$ cat src/sv/ssdm_pkg.sv
// ----------------------------------------------------------------------------
// Stick smooth/deadband map package
// Shared widths, register map, reset values and interface structs.
// ----------------------------------------------------------------------------
package ssdm_pkg;

    localparam int DEF_NUM_AXES    = 4;
    localparam int DEF_SAMPLE_BITS = 12;

    localparam int CAL_BITS      = 12;
    localparam int SHIFT_BITS    = 4;
    localparam int OUT_BITS      = 11;
    localparam int REG_IDX_BITS  = 3;
    localparam int CFG_DATA_BITS = 12;

    localparam int GMAG_BITS = OUT_BITS;
    localparam int QUOT_BITS = OUT_BITS;
    localparam int PROD_BITS = GMAG_BITS + CAL_BITS;

    localparam logic [CAL_BITS-1:0]   RST_CAL_MIN      = 12'd100;
    localparam logic [CAL_BITS-1:0]   RST_CAL_CENTER   = 12'd2048;
    localparam logic [CAL_BITS-1:0]   RST_CAL_MAX      = 12'd3995;
    localparam logic [CAL_BITS-1:0]   RST_DEAD_BAND    = 12'd20;
    localparam logic [SHIFT_BITS-1:0] RST_SMOOTH_SHIFT = 4'd2;
    localparam logic [OUT_BITS-1:0]   RST_OUT_LOW      = 11'd172;
    localparam logic [OUT_BITS-1:0]   RST_OUT_MID      = 11'd992;
    localparam logic [OUT_BITS-1:0]   RST_OUT_HIGH     = 11'd1811;

    typedef enum logic [REG_IDX_BITS-1:0] {
        REG_CAL_MIN      = 3'd0,
        REG_CAL_CENTER   = 3'd1,
        REG_CAL_MAX      = 3'd2,
        REG_DEAD_BAND    = 3'd3,
        REG_SMOOTH_SHIFT = 3'd4,
        REG_OUT_LOW      = 3'd5,
        REG_OUT_MID      = 3'd6,
        REG_OUT_HIGH     = 3'd7
    } reg_idx_t;

    typedef struct packed {
        logic [CAL_BITS-1:0]   cal_min;
        logic [CAL_BITS-1:0]   cal_center;
        logic [CAL_BITS-1:0]   cal_max;
        logic [CAL_BITS-1:0]   dead_band;
        logic [SHIFT_BITS-1:0] smooth_shift;
        logic [OUT_BITS-1:0]   out_low;
        logic [OUT_BITS-1:0]   out_mid;
        logic [OUT_BITS-1:0]   out_high;
    } cfg_t;

    typedef struct packed {
        logic                 start;
        logic [GMAG_BITS-1:0] gain;
        logic [CAL_BITS-1:0]  delta;
        logic [CAL_BITS-1:0]  span;
    } div_req_t;

    typedef struct packed {
        logic                 busy;
        logic                 done;
        logic [QUOT_BITS-1:0] quotient;
    } div_rsp_t;

endpackage

$ cat src/sv/ssdm_in_if.sv
// ----------------------------------------------------------------------------
// Stick smooth/deadband map input channel
// One request carries one raw sample per axis.
// ----------------------------------------------------------------------------
interface ssdm_in_if
    import ssdm_pkg::*;
#(
    parameter int NUM_AXES    = DEF_NUM_AXES,
    parameter int SAMPLE_BITS = DEF_SAMPLE_BITS
) ();
    logic                                   valid;
    logic                                   ready;
    logic [NUM_AXES-1:0][SAMPLE_BITS-1:0]   sample;

    modport source (output valid, output sample, input ready);
    modport sink   (input valid, input sample, output ready);
endinterface

$ cat src/sv/ssdm_out_if.sv
// ----------------------------------------------------------------------------
// Stick smooth/deadband map output channel
// One request carries one mapped channel value per axis.
// ----------------------------------------------------------------------------
interface ssdm_out_if
    import ssdm_pkg::*;
#(
    parameter int NUM_AXES = DEF_NUM_AXES
) ();
    logic                                valid;
    logic                                ready;
    logic [NUM_AXES-1:0][OUT_BITS-1:0]   channel;

    modport source (output valid, output channel, input ready);
    modport sink   (input valid, input channel, output ready);
endinterface

$ cat src/sv/ssdm_cfg_regs.sv
// ----------------------------------------------------------------------------
// Stick smooth/deadband map configuration registers
// Write-only calibration and output range register file.
// ----------------------------------------------------------------------------
module ssdm_cfg_regs
    import ssdm_pkg::*;
(
    input  logic                     clk,
    input  logic                     rst_n,
    input  logic                     cfg_wr_en,
    input  logic [REG_IDX_BITS-1:0]  cfg_index,
    input  logic [CFG_DATA_BITS-1:0] cfg_data,
    output cfg_t                     cfg
);

    cfg_t cfg_reg;

    always_ff @(posedge clk or negedge rst_n)
    begin
        if (!rst_n)
        begin
            cfg_reg.cal_min      <= RST_CAL_MIN;
            cfg_reg.cal_center   <= RST_CAL_CENTER;
            cfg_reg.cal_max      <= RST_CAL_MAX;
            cfg_reg.dead_band    <= RST_DEAD_BAND;
            cfg_reg.smooth_shift <= RST_SMOOTH_SHIFT;
            cfg_reg.out_low      <= RST_OUT_LOW;
            cfg_reg.out_mid      <= RST_OUT_MID;
            cfg_reg.out_high     <= RST_OUT_HIGH;
        end
        else if (cfg_wr_en)
        begin
            unique case (reg_idx_t'(cfg_index))
                REG_CAL_MIN:      cfg_reg.cal_min      <= cfg_data[CAL_BITS-1:0];
                REG_CAL_CENTER:   cfg_reg.cal_center   <= cfg_data[CAL_BITS-1:0];
                REG_CAL_MAX:      cfg_reg.cal_max      <= cfg_data[CAL_BITS-1:0];
                REG_DEAD_BAND:    cfg_reg.dead_band    <= cfg_data[CAL_BITS-1:0];
                REG_SMOOTH_SHIFT: cfg_reg.smooth_shift <= cfg_data[SHIFT_BITS-1:0];
                REG_OUT_LOW:      cfg_reg.out_low      <= cfg_data[OUT_BITS-1:0];
                REG_OUT_MID:      cfg_reg.out_mid      <= cfg_data[OUT_BITS-1:0];
                REG_OUT_HIGH:     cfg_reg.out_high     <= cfg_data[OUT_BITS-1:0];
                default:          ;
            endcase
        end
    end

    assign cfg = cfg_reg;

endmodule

$ cat src/sv/ssdm_div.sv
// ----------------------------------------------------------------------------
// Stick smooth/deadband map scaling divider
// Multiplies gain by distance, then divides by span one quotient bit a cycle.
// ----------------------------------------------------------------------------
module ssdm_div
    import ssdm_pkg::*;
(
    input  logic     clk,
    input  logic     rst_n,
    input  div_req_t req,
    output div_rsp_t rsp
);

    localparam int CNT_BITS = $clog2(QUOT_BITS);

    logic                 busy_reg;
    logic                 done_reg;
    logic [CNT_BITS-1:0]  cnt_reg;
    logic [CAL_BITS-1:0]  rem_reg;
    logic [QUOT_BITS-1:0] num_reg;
    logic [CAL_BITS-1:0]  span_reg;

    logic [PROD_BITS-1:0] prod;
    logic [CAL_BITS:0]    trial;
    logic                 fits;

    assign prod  = PROD_BITS'(req.gain) * PROD_BITS'(req.delta);
    assign trial = {rem_reg, num_reg[QUOT_BITS-1]};
    assign fits  = trial >= {1'b0, span_reg};

    always_ff @(posedge clk or negedge rst_n)
    begin
        if (!rst_n)
        begin
            busy_reg <= 1'b0;
            done_reg <= 1'b0;
            cnt_reg  <= '0;
        end
        else
        begin
            done_reg <= 1'b0;
            if (req.start)
            begin
                busy_reg <= 1'b1;
                cnt_reg  <= '0;
            end
            else if (busy_reg)
            begin
                cnt_reg <= cnt_reg + 1'b1;
                if (cnt_reg == CNT_BITS'(QUOT_BITS - 1))
                begin
                    busy_reg <= 1'b0;
                    done_reg <= 1'b1;
                end
            end
        end
    end

    always_ff @(posedge clk)
    begin
        if (req.start)
        begin
            rem_reg  <= prod[PROD_BITS-1:QUOT_BITS];
            num_reg  <= prod[QUOT_BITS-1:0];
            span_reg <= req.span;
        end
        else if (busy_reg)
        begin
            rem_reg <= fits ? CAL_BITS'(trial - {1'b0, span_reg}) : trial[CAL_BITS-1:0];
            num_reg <= {num_reg[QUOT_BITS-2:0], fits};
        end
    end

    assign rsp.busy     = busy_reg;
    assign rsp.done     = done_reg;
    assign rsp.quotient = num_reg;

endmodule

$ cat src/sv/stick_smooth_deadband_map.sv
// ----------------------------------------------------------------------------
// Stick smooth/deadband map
// Smooths joystick axis samples and maps them through deadband and calibration.
// ----------------------------------------------------------------------------
// One frame is taken at a time and axes are worked one after another. Per axis
// the sequencer runs the smoothing step and then the deadband and calibration
// checks; an axis outside the deadband with a positive span on its side then
// passes through a start state, the shared 11-step divider and a final state
// that scales and clamps. An axis in the deadband or on a side of zero or
// negative span gets out_mid directly. The next frame is taken in the cycle
// after the result is loaded into the output register, even if that result
// has not yet been taken.
module stick_smooth_deadband_map
    import ssdm_pkg::*;
#(
    parameter int NUM_AXES    = DEF_NUM_AXES,
    parameter int SAMPLE_BITS = DEF_SAMPLE_BITS
)
(
    input  logic                     clk,
    input  logic                     rst_n,
    ssdm_in_if.sink                  frame,
    ssdm_out_if.source               result,
    input  logic                     cfg_wr_en,
    input  logic [REG_IDX_BITS-1:0]  cfg_index,
    input  logic [CFG_DATA_BITS-1:0] cfg_data
);

    localparam int AXW = (NUM_AXES > 1) ? $clog2(NUM_AXES) : 1;
    localparam int VW  = ((SAMPLE_BITS > CAL_BITS) ? SAMPLE_BITS : CAL_BITS) + 2;
    localparam int RW  = OUT_BITS + 2;

    typedef enum logic [2:0] {
        S_IDLE,
        S_SMOOTH,
        S_CLASS,
        S_START,
        S_DIV,
        S_FIN,
        S_DONE
    } state_t;

    cfg_t     cfg;
    div_req_t div_req;
    div_rsp_t div_rsp;

    state_t                               state_reg;
    logic [AXW-1:0]                       axis_reg;
    logic                                 primed_reg;
    logic [NUM_AXES-1:0][SAMPLE_BITS-1:0] samp_reg;
    logic [NUM_AXES-1:0][SAMPLE_BITS-1:0] smooth_reg;
    logic [NUM_AXES-1:0][OUT_BITS-1:0]    chan_reg;
    logic [NUM_AXES-1:0][OUT_BITS-1:0]    out_chan_reg;
    logic                                 out_valid_reg;
    logic [GMAG_BITS-1:0]                 gain_reg;
    logic                                 gneg_reg;
    logic [CAL_BITS-1:0]                  dist_reg;
    logic [CAL_BITS-1:0]                  span_reg;

    logic                                 last_axis;
    logic                                 out_free;
    logic                                 out_load;

    logic signed [SAMPLE_BITS:0]          diff;
    logic signed [SAMPLE_BITS:0]          step;
    logic [SAMPLE_BITS-1:0]               smooth_next;

    logic signed [VW-1:0]                 v_s;
    logic signed [VW-1:0]                 ctr_s;
    logic signed [VW-1:0]                 cmin_s;
    logic signed [VW-1:0]                 cmax_s;
    logic signed [VW-1:0]                 db_s;
    logic signed [VW-1:0]                 span_s;
    logic signed [VW-1:0]                 dist_s;
    logic                                 in_band;
    logic                                 lower;
    logic                                 direct;
    logic signed [OUT_BITS:0]             gain_s;

    logic signed [RW-1:0]                 mid_s;
    logic signed [RW-1:0]                 lo_s;
    logic signed [RW-1:0]                 hi_s;
    logic signed [RW-1:0]                 quot_s;
    logic signed [RW-1:0]                 res_raw;
    logic signed [RW-1:0]                 res_lo;
    logic signed [RW-1:0]                 res_fin;

    ssdm_cfg_regs u_cfg (
        .clk       (clk),
        .rst_n     (rst_n),
        .cfg_wr_en (cfg_wr_en),
        .cfg_index (cfg_index),
        .cfg_data  (cfg_data),
        .cfg       (cfg)
    );

    ssdm_div u_div (
        .clk   (clk),
        .rst_n (rst_n),
        .req   (div_req),
        .rsp   (div_rsp)
    );

    assign last_axis = (axis_reg == AXW'(NUM_AXES - 1));
    assign out_free  = !out_valid_reg || result.ready;
    assign out_load  = (state_reg == S_DONE) && out_free;

    always_comb
    begin
        diff        = $signed({1'b0, samp_reg[axis_reg]}) - $signed({1'b0, smooth_reg[axis_reg]});
        step        = diff >>> cfg.smooth_shift;
        smooth_next = primed_reg ? SAMPLE_BITS'(smooth_reg[axis_reg] + step[SAMPLE_BITS-1:0])
                                 : samp_reg[axis_reg];
    end

    always_comb
    begin
        v_s    = VW'(smooth_reg[axis_reg]);
        ctr_s  = VW'(cfg.cal_center);
        cmin_s = VW'(cfg.cal_min);
        cmax_s = VW'(cfg.cal_max);
        db_s   = VW'(cfg.dead_band);
        in_band = (v_s > ctr_s - db_s) && (v_s < ctr_s + db_s);
        lower   = (v_s <= ctr_s);
        if (lower)
        begin
            span_s = ctr_s - cmin_s;
            dist_s = ctr_s - ((v_s < cmin_s) ? cmin_s : v_s);
            gain_s = $signed({1'b0, cfg.out_low}) - $signed({1'b0, cfg.out_mid});
        end
        else
        begin
            span_s = cmax_s - ctr_s;
            dist_s = ((v_s > cmax_s) ? cmax_s : v_s) - ctr_s;
            gain_s = $signed({1'b0, cfg.out_high}) - $signed({1'b0, cfg.out_mid});
        end
        direct = in_band || (span_s <= 0);
    end

    always_comb
    begin
        mid_s   = RW'(cfg.out_mid);
        lo_s    = RW'(cfg.out_low);
        hi_s    = RW'(cfg.out_high);
        quot_s  = RW'(div_rsp.quotient);
        res_raw = gneg_reg ? (mid_s - quot_s) : (mid_s + quot_s);
        res_lo  = (res_raw < lo_s) ? lo_s : res_raw;
        res_fin = (res_lo > hi_s) ? hi_s : res_lo;
    end

    assign div_req.start = (state_reg == S_START);
    assign div_req.gain  = gain_reg;
    assign div_req.delta = dist_reg;
    assign div_req.span  = span_reg;

    always_ff @(posedge clk or negedge rst_n)
    begin
        if (!rst_n)
        begin
            state_reg     <= S_IDLE;
            axis_reg      <= '0;
            primed_reg    <= 1'b0;
            out_valid_reg <= 1'b0;
            samp_reg      <= '0;
            smooth_reg    <= '0;
            chan_reg      <= '0;
            out_chan_reg  <= '0;
            gain_reg      <= '0;
            gneg_reg      <= 1'b0;
            dist_reg      <= '0;
            span_reg      <= '0;
        end
        else
        begin
            if (out_load)
            begin
                out_valid_reg <= 1'b1;
            end
            else if (out_valid_reg && result.ready)
            begin
                out_valid_reg <= 1'b0;
            end
            unique case (state_reg)
                S_IDLE:
                begin
                    if (frame.valid)
                    begin
                        samp_reg  <= frame.sample;
                        axis_reg  <= '0;
                        state_reg <= S_SMOOTH;
                    end
                end
                S_SMOOTH:
                begin
                    smooth_reg[axis_reg] <= smooth_next;
                    state_reg            <= S_CLASS;
                end
                S_CLASS:
                begin
                    gain_reg <= GMAG_BITS'((gain_s < 0) ? -gain_s : gain_s);
                    gneg_reg <= (gain_s < 0);
                    dist_reg <= CAL_BITS'(dist_s);
                    span_reg <= CAL_BITS'(span_s);
                    if (direct)
                    begin
                        chan_reg[axis_reg] <= cfg.out_mid;
                        if (last_axis)
                        begin
                            state_reg <= S_DONE;
                        end
                        else
                        begin
                            axis_reg  <= axis_reg + 1'b1;
                            state_reg <= S_SMOOTH;
                        end
                    end
                    else
                    begin
                        state_reg <= S_START;
                    end
                end
                S_START:
                begin
                    state_reg <= S_DIV;
                end
                S_DIV:
                begin
                    if (div_rsp.done)
                    begin
                        state_reg <= S_FIN;
                    end
                end
                S_FIN:
                begin
                    chan_reg[axis_reg] <= res_fin[OUT_BITS-1:0];
                    if (last_axis)
                    begin
                        state_reg <= S_DONE;
                    end
                    else
                    begin
                        axis_reg  <= axis_reg + 1'b1;
                        state_reg <= S_SMOOTH;
                    end
                end
                S_DONE:
                begin
                    if (out_free)
                    begin
                        out_chan_reg <= chan_reg;
                        primed_reg   <= 1'b1;
                        state_reg    <= S_IDLE;
                    end
                end
                default:
                begin
                    state_reg <= S_IDLE;
                end
            endcase
        end
    end

    assign frame.ready    = (state_reg == S_IDLE);
    assign result.valid   = out_valid_reg;
    assign result.channel = out_chan_reg;

`ifndef ASSERT_OFF
    a_one_frame: assert property (@(posedge clk) disable iff (!rst_n)
        (frame.valid && frame.ready) |=> !frame.ready)
        else $error("frame taken while another is in work");

    a_div_done: assert property (@(posedge clk) disable iff (!rst_n)
        div_rsp.done |-> (state_reg == S_DIV))
        else $error("divider finished outside the divide state");

    a_div_start: assert property (@(posedge clk) disable iff (!rst_n)
        div_req.start |-> !div_rsp.busy)
        else $error("divider restarted while busy");

    a_primed: assert property (@(posedge clk) disable iff (!rst_n)
        !$fell(primed_reg))
        else $error("smoothing state lost its primed mark");
`endif

endmodule

$ cat src/flat_wrapper.sv
// flat-port wrapper written by rule: the top's interface ports become plain ports
module stick_smooth_deadband_map_flat import ssdm_pkg::*;
#(
    parameter int NUM_AXES    = DEF_NUM_AXES,
    parameter int SAMPLE_BITS = DEF_SAMPLE_BITS
)
  (clk, rst_n, cfg_wr_en, cfg_index, cfg_data, frame_valid, frame_sample, frame_ready, result_valid, result_channel, result_ready);
  ssdm_in_if #(.NUM_AXES(NUM_AXES), .SAMPLE_BITS(SAMPLE_BITS)) frame_i ();
  ssdm_out_if #(.NUM_AXES(NUM_AXES)) result_i ();
  input  logic clk;
  input  logic rst_n;
  input  logic cfg_wr_en;
  input  logic [REG_IDX_BITS-1:0] cfg_index;
  input  logic [CFG_DATA_BITS-1:0] cfg_data;
  input wire logic [$bits(frame_i.valid)-1:0] frame_valid;
  input wire logic [$bits(frame_i.sample)-1:0] frame_sample;
  output wire logic [$bits(frame_i.ready)-1:0] frame_ready;
  output wire logic [$bits(result_i.valid)-1:0] result_valid;
  output wire logic [$bits(result_i.channel)-1:0] result_channel;
  input wire logic [$bits(result_i.ready)-1:0] result_ready;
  assign frame_i.valid = frame_valid;
  assign frame_i.sample = frame_sample;
  assign frame_ready = frame_i.ready;
  assign result_valid = result_i.valid;
  assign result_channel = result_i.channel;
  assign result_i.ready = result_ready;
  stick_smooth_deadband_map #(.NUM_AXES(NUM_AXES), .SAMPLE_BITS(SAMPLE_BITS)) u_core (.clk(clk), .rst_n(rst_n), .frame(frame_i), .result(result_i), .cfg_wr_en(cfg_wr_en), .cfg_index(cfg_index), .cfg_data(cfg_data));
endmodule
$ cat config.mk
export PLATFORM = sky130hd
export DESIGN_NAME = stick_smooth_deadband_map_flat
export DESIGN_NICKNAME = d
export VERILOG_FILES = /design/src/sv/ssdm_pkg.sv /design/src/sv/ssdm_in_if.sv /design/src/sv/ssdm_out_if.sv /design/src/sv/ssdm_cfg_regs.sv /design/src/sv/ssdm_div.sv /design/src/sv/stick_smooth_deadband_map.sv /design/src/flat_wrapper.sv
export SDC_FILE = /design/constraint.sdc
export NUM_CORES = 1
export LEC_CHECK = 0
export ABC_AREA = 1
export BUFFER_PORTS_ARGS = -buffer_cell sky130_fd_sc_hd__buf_2
export CORE_ASPECT_RATIO = 1.4
export CORE_MARGIN = 3
export CORE_UTILIZATION = 58
export DETAILED_ROUTE_END_ITERATION = 8
export GPL_TIMING_DRIVEN = 0
export HOLD_SLACK_MARGIN = 0.05
export MAX_ROUTING_LAYER = met4
export PLACE_DENSITY = 0.8
export SLEW_MARGIN = 20
export SYNTH_ARGS = -nofsm -noshare
export SYNTH_HDL_FRONTEND = slang
export SYNTH_SLANG_ARGS = --single-unit
$ cat constraint.sdc
create_clock -name clk -period 5.1 [get_ports clk]
set_clock_uncertainty 0.15 [all_clocks]
set_input_delay 0.765 -clock clk [delete_from_list [all_inputs] [get_ports clk]]
set_output_delay 0.765 -clock clk [all_outputs]
set_load 0.1 [all_outputs]
==> flow_metrics.env, run 1 <==
export IMPL_wl_met2_um=49000
export IMPL_r2r_cells=42
export IMPL_fillCellCount=3257
export IMPL_grt_overflow_total=0
export IMPL_die_y_um=269
export IMPL_avgRoutedWirePerCell_um=21.5
export IMPL_ioPinCount=114
export IMPL_clkLatencyLatePin_ps=570
export IMPL_r2r_end="u_core.chan_reg[15]$_DFFE_PN0P_"
export IMPL_firstDrtPassIters=6
export IMPL_worstMarginPinSlew_ps=1190
export IMPL_critPathBufInv=6
export IMPL_cts_sinks=353
export IMPL_die_w_um=194
export IMPL_slew_violations=0
export IMPL_drc=0
export IMPL_worstReg2RegStart="u_core.u_div.num_reg[0]$_DFFE_PP_"
export IMPL_final_util_pct=74.1
export IMPL_yosysSeqAreaShare_pct=31.5
export IMPL_postRouteAntennaNets=0
export IMPL_fin_crit_sh_pct=110
export IMPL_drive_gt1_share_pct=24.0
export IMPL_fmax_ghz=0.179
export IMPL_syn_inst=3730
export IMPL_cap_violations=0
export IMPL_core_area_um2=48500
export IMPL_status="finished with violations"
export IMPL_rsz0062_at_grt="true"
export IMPL_cts_hold_buf=0
export IMPL_clockRootBuffer="clkbuf_16"
export IMPL_top_layer_used="met4"
export IMPL_clock_path_buffers=3
export IMPL_crit_top_cell="nand2_1"
export IMPL_grt_pass1_vias=27600
export IMPL_endpoint_kind="register"
export IMPL_routed_wl_um=102000
export IMPL_crit_fanout=5
export IMPL_path_class="register to register"
export IMPL_finalCriticalPeriod_ps=5590
export IMPL_antenna_found_initial=7
export IMPL_place_inst=4481
export IMPL_rows=95
export IMPL_r2r_slack_ps=-490
export IMPL_synth_edf_count=35
export IMPL_crit_family="simple AND/OR/NAND/NOR gates"
export IMPL_largest_reg_flops=85
export IMPL_numCtsBuffers=36
export IMPL_area_delta_synth_final_pct=25.1
export IMPL_slowest_delay_ps=460
export IMPL_fin_hold_ws_ps=62.1
export IMPL_drtIter0Drc=2842
export IMPL_max_slew_margin_pct=20.5
export IMPL_slowest_stage="edfxtp_1"
export IMPL_dieArea_um2=52300
export IMPL_synth_cell_types=59
export IMPL_path_clk_slew_ps=60
export IMPL_initial_core_util_pct=59.3
export IMPL_dp_hpwl_um=65300
export IMPL_vias_per_cell=6.09
export IMPL_crit_required_ps=5400
export IMPL_grt_max_degree=92
export IMPL_syn_mean_instance_area_um2=7.71
export IMPL_htree_levels=2
export IMPL_hold_viol=0
export IMPL_grt_usage_pct=35.4
export IMPL_place_gp_congestion=1.01
export IMPL_synth_seq_cells=353
export IMPL_grt_pass1_wl_um=145000
export IMPL_port_buffers=113
export IMPL_num_nets_final=4565
export IMPL_vias=29100
export IMPL_setup_ws_ps=-489
export IMPL_met3_length_um=8810
export IMPL_synth_flop_cell="dfrtp_1"
export IMPL_arrival_ps=5890
export IMPL_cts_tree="yes"
export IMPL_wl_met1_um=34000
export IMPL_finalNonFillerCells=4774
export IMPL_synth_nets=4185
export IMPL_critPathLaunchType="register"
export IMPL_synthesis_area_um2=28700
export IMPL_hp_class="input port to asynchronous set/reset pin"
export IMPL_synthArstFlopShare_pct=90.1
export IMPL_yosysWarnings=0
export IMPL_violations="negative setup slack"
export IMPL_setup_violations=63
[what timing repair did]
action                                  4_1_cts  5_1_grt
gates resized for setup                     329      377
gates cloned                                  3        2
pin swaps                                   121      186
setup buffers                               124       98
endpoints found under the setup margin      129      107
[how the worst max path moves through the flow]
stage,startpoint,end,slack [ps],cells past startpoint
5_1_grt,u_core.u_cfg.cfg[11]$_DFFE_PN0P_,u_core.chan_reg[42]$_DFFE_PN0P_,-590,38
6_report,u_core.u_div.num_reg[0]$_DFFE_PP_,u_core.chan_reg[15]$_DFFE_PN0P_,-490,42
2_1_floorplan,u_core.dist_reg[4]$_DFFE_PN0P_,u_core.u_div.rem_reg[9]$_DFFE_PP_,-10,21
3_5_place_dp,u_core.axis_reg[0]$_DFFE_PN0P_,u_core.smooth_reg[10]$_DFFE_PN0P_,-1780,29
3_3_place_gp,rst_n,u_core.samp_reg[7]$_DFFE_PN0P_,-2900,1
4_1_cts,u_core.dist_reg[7]$_DFFE_PN0P_,u_core.u_div.rem_reg[9]$_DFFE_PP_,-180,21
[layout by cell type (no fill, tap or decap), drive strengths merged, types with 3 or more instances in the layout]
master	n
nand2	1082
inv	526
buf	399
o21ai	327
dfrtp	287
ha	286
a21oi	192
nor2	170
nand3	142
clkbuf	124
fa	101
mux2	92
xor2	68
nand4	66
edfxtp	35
dfstp	31
xnor2	30
nor3	26
clkinv	15
o21bai	14
o22ai	14
a21o	13
a31oi	13
or2	11
a32oi	10
o21a	10
nand3b	8
a21boi	8
diode	7
o211ai	6
a211oi	4
a221oi	4
o2111ai	3
[Yosys cell counts (10+ instances only)]
cell / number / area share [%]
o21bai_1: 14 / 0.37
o21ai_0: 319 / 5.6
dfrtp_1: 287 / 25
dfstp_2: 31 / 2.8
nor3_1: 26 / 0.45
mux2_2: 92 / 3.6
buf_2: 17 / 0.30
edfxtp_1: 35 / 3.7
o21a_1: 10 / 0.26
a32oi_1: 10 / 0.30
clkbuf_1: 97 / 1.3
a21oi_1: 192 / 3.3
a21o_1: 13 / 0.34
nand4_1: 65 / 1.4
o22ai_1: 14 / 0.30
xor2_1: 68 / 2.1
nor2_1: 166 / 2.2
fa_1: 101 / 7.0
nand3_1: 139 / 2.4
ha_1: 286 / 12
a31oi_1: 13 / 0.28
xnor2_1: 30 / 0.91
nand2_1: 1075 / 14
inv_1: 521 / 6.8
or2_2: 10 / 0.22
[layer usage]
layer / track usage (%) / vias to the layer above
met1: 37.4 / 13600
met2: 59.6 / 1837
met3: 5.82 / 701
met4: 26.1 / 0
met5: - / -
li1: - / 12900
[final cells by class]
cell class | instances | area, um2 | share of cell area, %
multi-input combinational | 2717 | 19300 | 53.8
inverter | 531 | 2010 | 5.60
sequential | 353 | 9060 | 25.2
clock inverter | 13 | 133 | 0.369
antenna | 7 | 17.5 | 0.0487
clock buffer | 52 | 1030 | 2.87
timing repair buffer | 346 | 2630 | 7.31
buffer | 125 | 940 | 2.61
tap | 630 | 788 | 2.19
[logic make-up (layout without fill, tap and decap cells)]
group	count (synthesis)	in the layout	synth area share (%)
and+or+nand+nor	1506	1506	21.5
xor gates and xnor gates	98	98	2.99
buffers and inverters	660	1067	8.91
other	0	7	0
adders and majority gates	387	387	19.5
DFF	353	353	31.5
AOI/OAI and AO/OA	632	632	12.0
muxes	94	94	3.67
[stage by stage]
step,cell area [um2],worst slack (ps),setup TNS [ps]
after floorplan,28800,-13.9,-13.9
after global placement,30200,-2900,-985660
after detailed placement,30300,-1780,-128670
after CTS,33700,-180,-5690
after global routing,35900,-593,-29100
final,35900,-489,-21970
[worst reg2reg max path: cells and delay by family (launching register included)]
family | cells | cell delay, ps
flops | 1 | 460
fa+ha+maj | 5 | 1150
buf+inv | 6 | 650
simple gates | 24 | 1930
compound gates | 6 | 880
xor+xnor | 1 | 230
Power of run 1 is left out: the tool's default activity adds up to more than one toggle a clock period on the data nets, which glitch-free logic cannot reach.
==> run 2, diff against run 1 <==
--- a/config.mk
+++ b/config.mk
@@ -6,11 +6,12 @@
 export NUM_CORES = 1
 export LEC_CHECK = 0
 export ABC_AREA = 1
-export BUFFER_PORTS_ARGS = -buffer_cell sky130_fd_sc_hd__buf_2
 export CORE_ASPECT_RATIO = 1.4
 export CORE_MARGIN = 3
-export CORE_UTILIZATION = 58
+export CORE_UTILIZATION = 60
+export CTS_BUF_LIST = sky130_fd_sc_hd__clkbuf_8
 export DETAILED_ROUTE_END_ITERATION = 8
+export DONT_BUFFER_PORTS = 1
 export GPL_TIMING_DRIVEN = 0
 export HOLD_SLACK_MARGIN = 0.05
 export MAX_ROUTING_LAYER = met4
==> run 2 against run 1 <==
Net effect: the flow finishes with violations (negative hold slack, negative setup slack); hold slack lost 370 ps; global-route usage increased by 0.97 points; die area shrank 3.2%; worst setup slack worse by 0.96 ps; design area shrank 3.9%; sequential cell count stayed put; critical path depth down 20; count of clock-buffer cells in the layout rose by 21; wire length is 6.0% lower.
==> flow_metrics.env, run 2 (synthesis gave the netlist of run 1 again) <==
export IMPL_finalNonFillerCells=4634
export IMPL_drive_gt1_share_pct=20.6
export IMPL_grt_pass1_vias=27500
export IMPL_fillCellCount=3412
export IMPL_slowest_delay_ps=630
export IMPL_crit_required_ps=5460
export IMPL_dp_hpwl_um=64500
export IMPL_vias_per_cell=6.00
export IMPL_slew_violations=0
export IMPL_firstDrtPassIters=9
export IMPL_cts_tree="yes"
export IMPL_routed_wl_um=96300
export IMPL_die_y_um=265
export IMPL_path_clk_slew_ps=70
export IMPL_fmax_ghz=0.179
export IMPL_htree_levels=2
export IMPL_grt_overflow_total=0
export IMPL_crit_top_cell="fa_1"
export IMPL_hold_viol=291
export IMPL_final_area_um2=34600
export IMPL_cap_violations=0
export IMPL_place_gp_congestion=1.00
export IMPL_fin_crit_sh_pct=110
export IMPL_cts_sinks=353
export IMPL_num_nets_final=4422
export IMPL_slowest_stage="fa_1"
export IMPL_numCtsBuffers=52
export IMPL_postRouteAntennaNets=0
export IMPL_largest_reg_flops=85
export IMPL_initial_core_util_pct=61.0
export IMPL_port_buffers=0
export IMPL_status="finished with violations"
export IMPL_rsz0062_at_grt="true"
export IMPL_hp_class="input port to asynchronous set/reset pin"
export IMPL_crit_fanout=6
export IMPL_violations="negative hold slack, negative setup slack"
export IMPL_avgRoutedWirePerCell_um=20.8
export IMPL_place_area_um2=29600
export IMPL_endpoint_kind="register"
export IMPL_area_delta_synth_final_pct=20.2
export IMPL_grt_max_degree=319
export IMPL_ioPinCount=114
export IMPL_finalCriticalPeriod_ps=5590
export IMPL_path_class="register to register"
export IMPL_grt_usage_pct=36.3
export IMPL_setup_violations=56
export IMPL_drtIter0Drc=2171
export IMPL_die_w_um=191
export IMPL_final_util_pct=73.3
export IMPL_arrival_ps=5950
export IMPL_grt_pass1_wl_um=142000
export IMPL_fin_hold_ws_ps=-312
export IMPL_layout_common_cells="1013 x nand2_1, 495 x inv_1, 279 x o21ai_0, 273 x dfrtp_1, 248 x ha_1"
export IMPL_core_area_um2=47200
export IMPL_critPathLaunchType="register"
export IMPL_vias=27800
export IMPL_max_slew_margin_pct=19.4
export IMPL_worstMarginPinSlew_ps=1200
export IMPL_setup_ws_ps=-490
export IMPL_final_common_cell="nand2_1"
export IMPL_clkLatencyLatePin_ps=660
export IMPL_antenna_found_initial=1
export IMPL_clock_path_buffers=3
export IMPL_rows=94
export IMPL_drc=0
export IMPL_clockRootBuffer="clkbuf_8"
export IMPL_cp_cell_sequence="buf_8 > buf_12 > nand2_1 > fa_1 > inv_1 > fa_2 > inv_2 > fa_1 > inv_2 > fa_1 > fa_1 > ha_4 > buf_4 > buf_4 > a31oi_4 > o21ai_4 > a31oi_4 > o21ai_2 > a21boi_1 > xor2_1 > nand2_1 > nand2_1"
export IMPL_dieArea_um2=50600
export IMPL_place_inst=4359
run 2: changes by cell type in the layout (fill, tap and decap cells not counted), moves of 9 or more:
cell	delta
clkbuf_8	+71
ha_4	-9
clkbuf_16	-39
buf_4	-35
nand2_1	+20
clkbuf_1	-11
o21ai_1	-11
nand2_2	-14
o21ai_0	+13
inv_1	+14
buf_2	-112
run 2: worst max-delay path: cells and delay by family (launching register included):
family / cells / cell delay [ps]
buffers and inverters: 7 / 790
AO/OA/AOI/OAI: 5 / 850
adder cells (fa/ha/maj): 6 / 2650
flip-flops: 1 / 550
XOR/XNOR: 1 / 190
AND/OR/NAND/NOR: 3 / 260
run 2: repair_timing:
item / CTS / global route
gates resized for setup: 317 / 301
endpoints found under the setup margin: 130 / 101
hold endpoints to repair: 318 / 293
cloned: 3 / 1
pin swaps: 147 / 172
buffers inserted: 114 / 63
run 2: path summary, 6_finish.rpt:
path                                                startpoint                            endpoint  slack (ps)  depth (start not counted)
worst min register to register  u_core.span_reg[5]$_DFFE_PN0P_  u_core.u_div.span_reg[5]$_DFFE_PP_         300                          0
worst min-delay path                                     rst_n    u_core.u_cfg.cfg[28]$_DFFE_PN0P_        -310                          0
worst max register to register  u_core.dist_reg[3]$_DFFE_PN0P_   u_core.u_div.rem_reg[9]$_DFFE_PP_        -490                         22
worst max-delay path            u_core.dist_reg[3]$_DFFE_PN0P_   u_core.u_div.rem_reg[9]$_DFFE_PP_        -490                         22
max in group asynchronous                                rst_n     u_core.dist_reg[11]$_DFFE_PN0P_        4220                          0
min in group clk                                   cfg_data[9]     u_core.u_cfg.cfg[9]$_DFFE_PN1P_          70                          2
run 2: metal layers:
metal | vias to the layer above | share of wire [%] | routed length (um) | global-route usage, %
met1 | 13100 | 34 | 32500 | 38.3
met2 | 1483 | 48 | 46200 | 60.1
met4 | 0 | 10 | 10000 | 28.7
met3 | 657 | 7.9 | 7570 | 6.06
li1 | 12600 | - | - | -
met5 | - | 0 | 0 | -
run 2: stage by stage:
step                      hold WS (ps)  setup WS (ps)  setup TNS, ps
after detailed placement           285          -1710        -131170
after CTS                         -350           -296         -10490
final                             -312           -490         -21110
after global placement             281          -1840        -140460
after floorplan                    275          -13.9          -13.9
after global routing              -337           -759         -34160
run 2: cell type report:
class	instances	area (um2)	area share (%)
Clock buffer	73	1000	2.91
Timing Repair Buffer	186	1540	4.45
Clock inverter	23	175	0.507
Inverter	531	2010	5.80
Tap cell	624	781	2.26
Antenna cell	1	2.50	0.00724
Sequential cell	353	9060	26.2
Multi-Input combinational cell	2717	19000	55.0
Buffer	126	980	2.83
Power of run 2 is left out for the same reason.
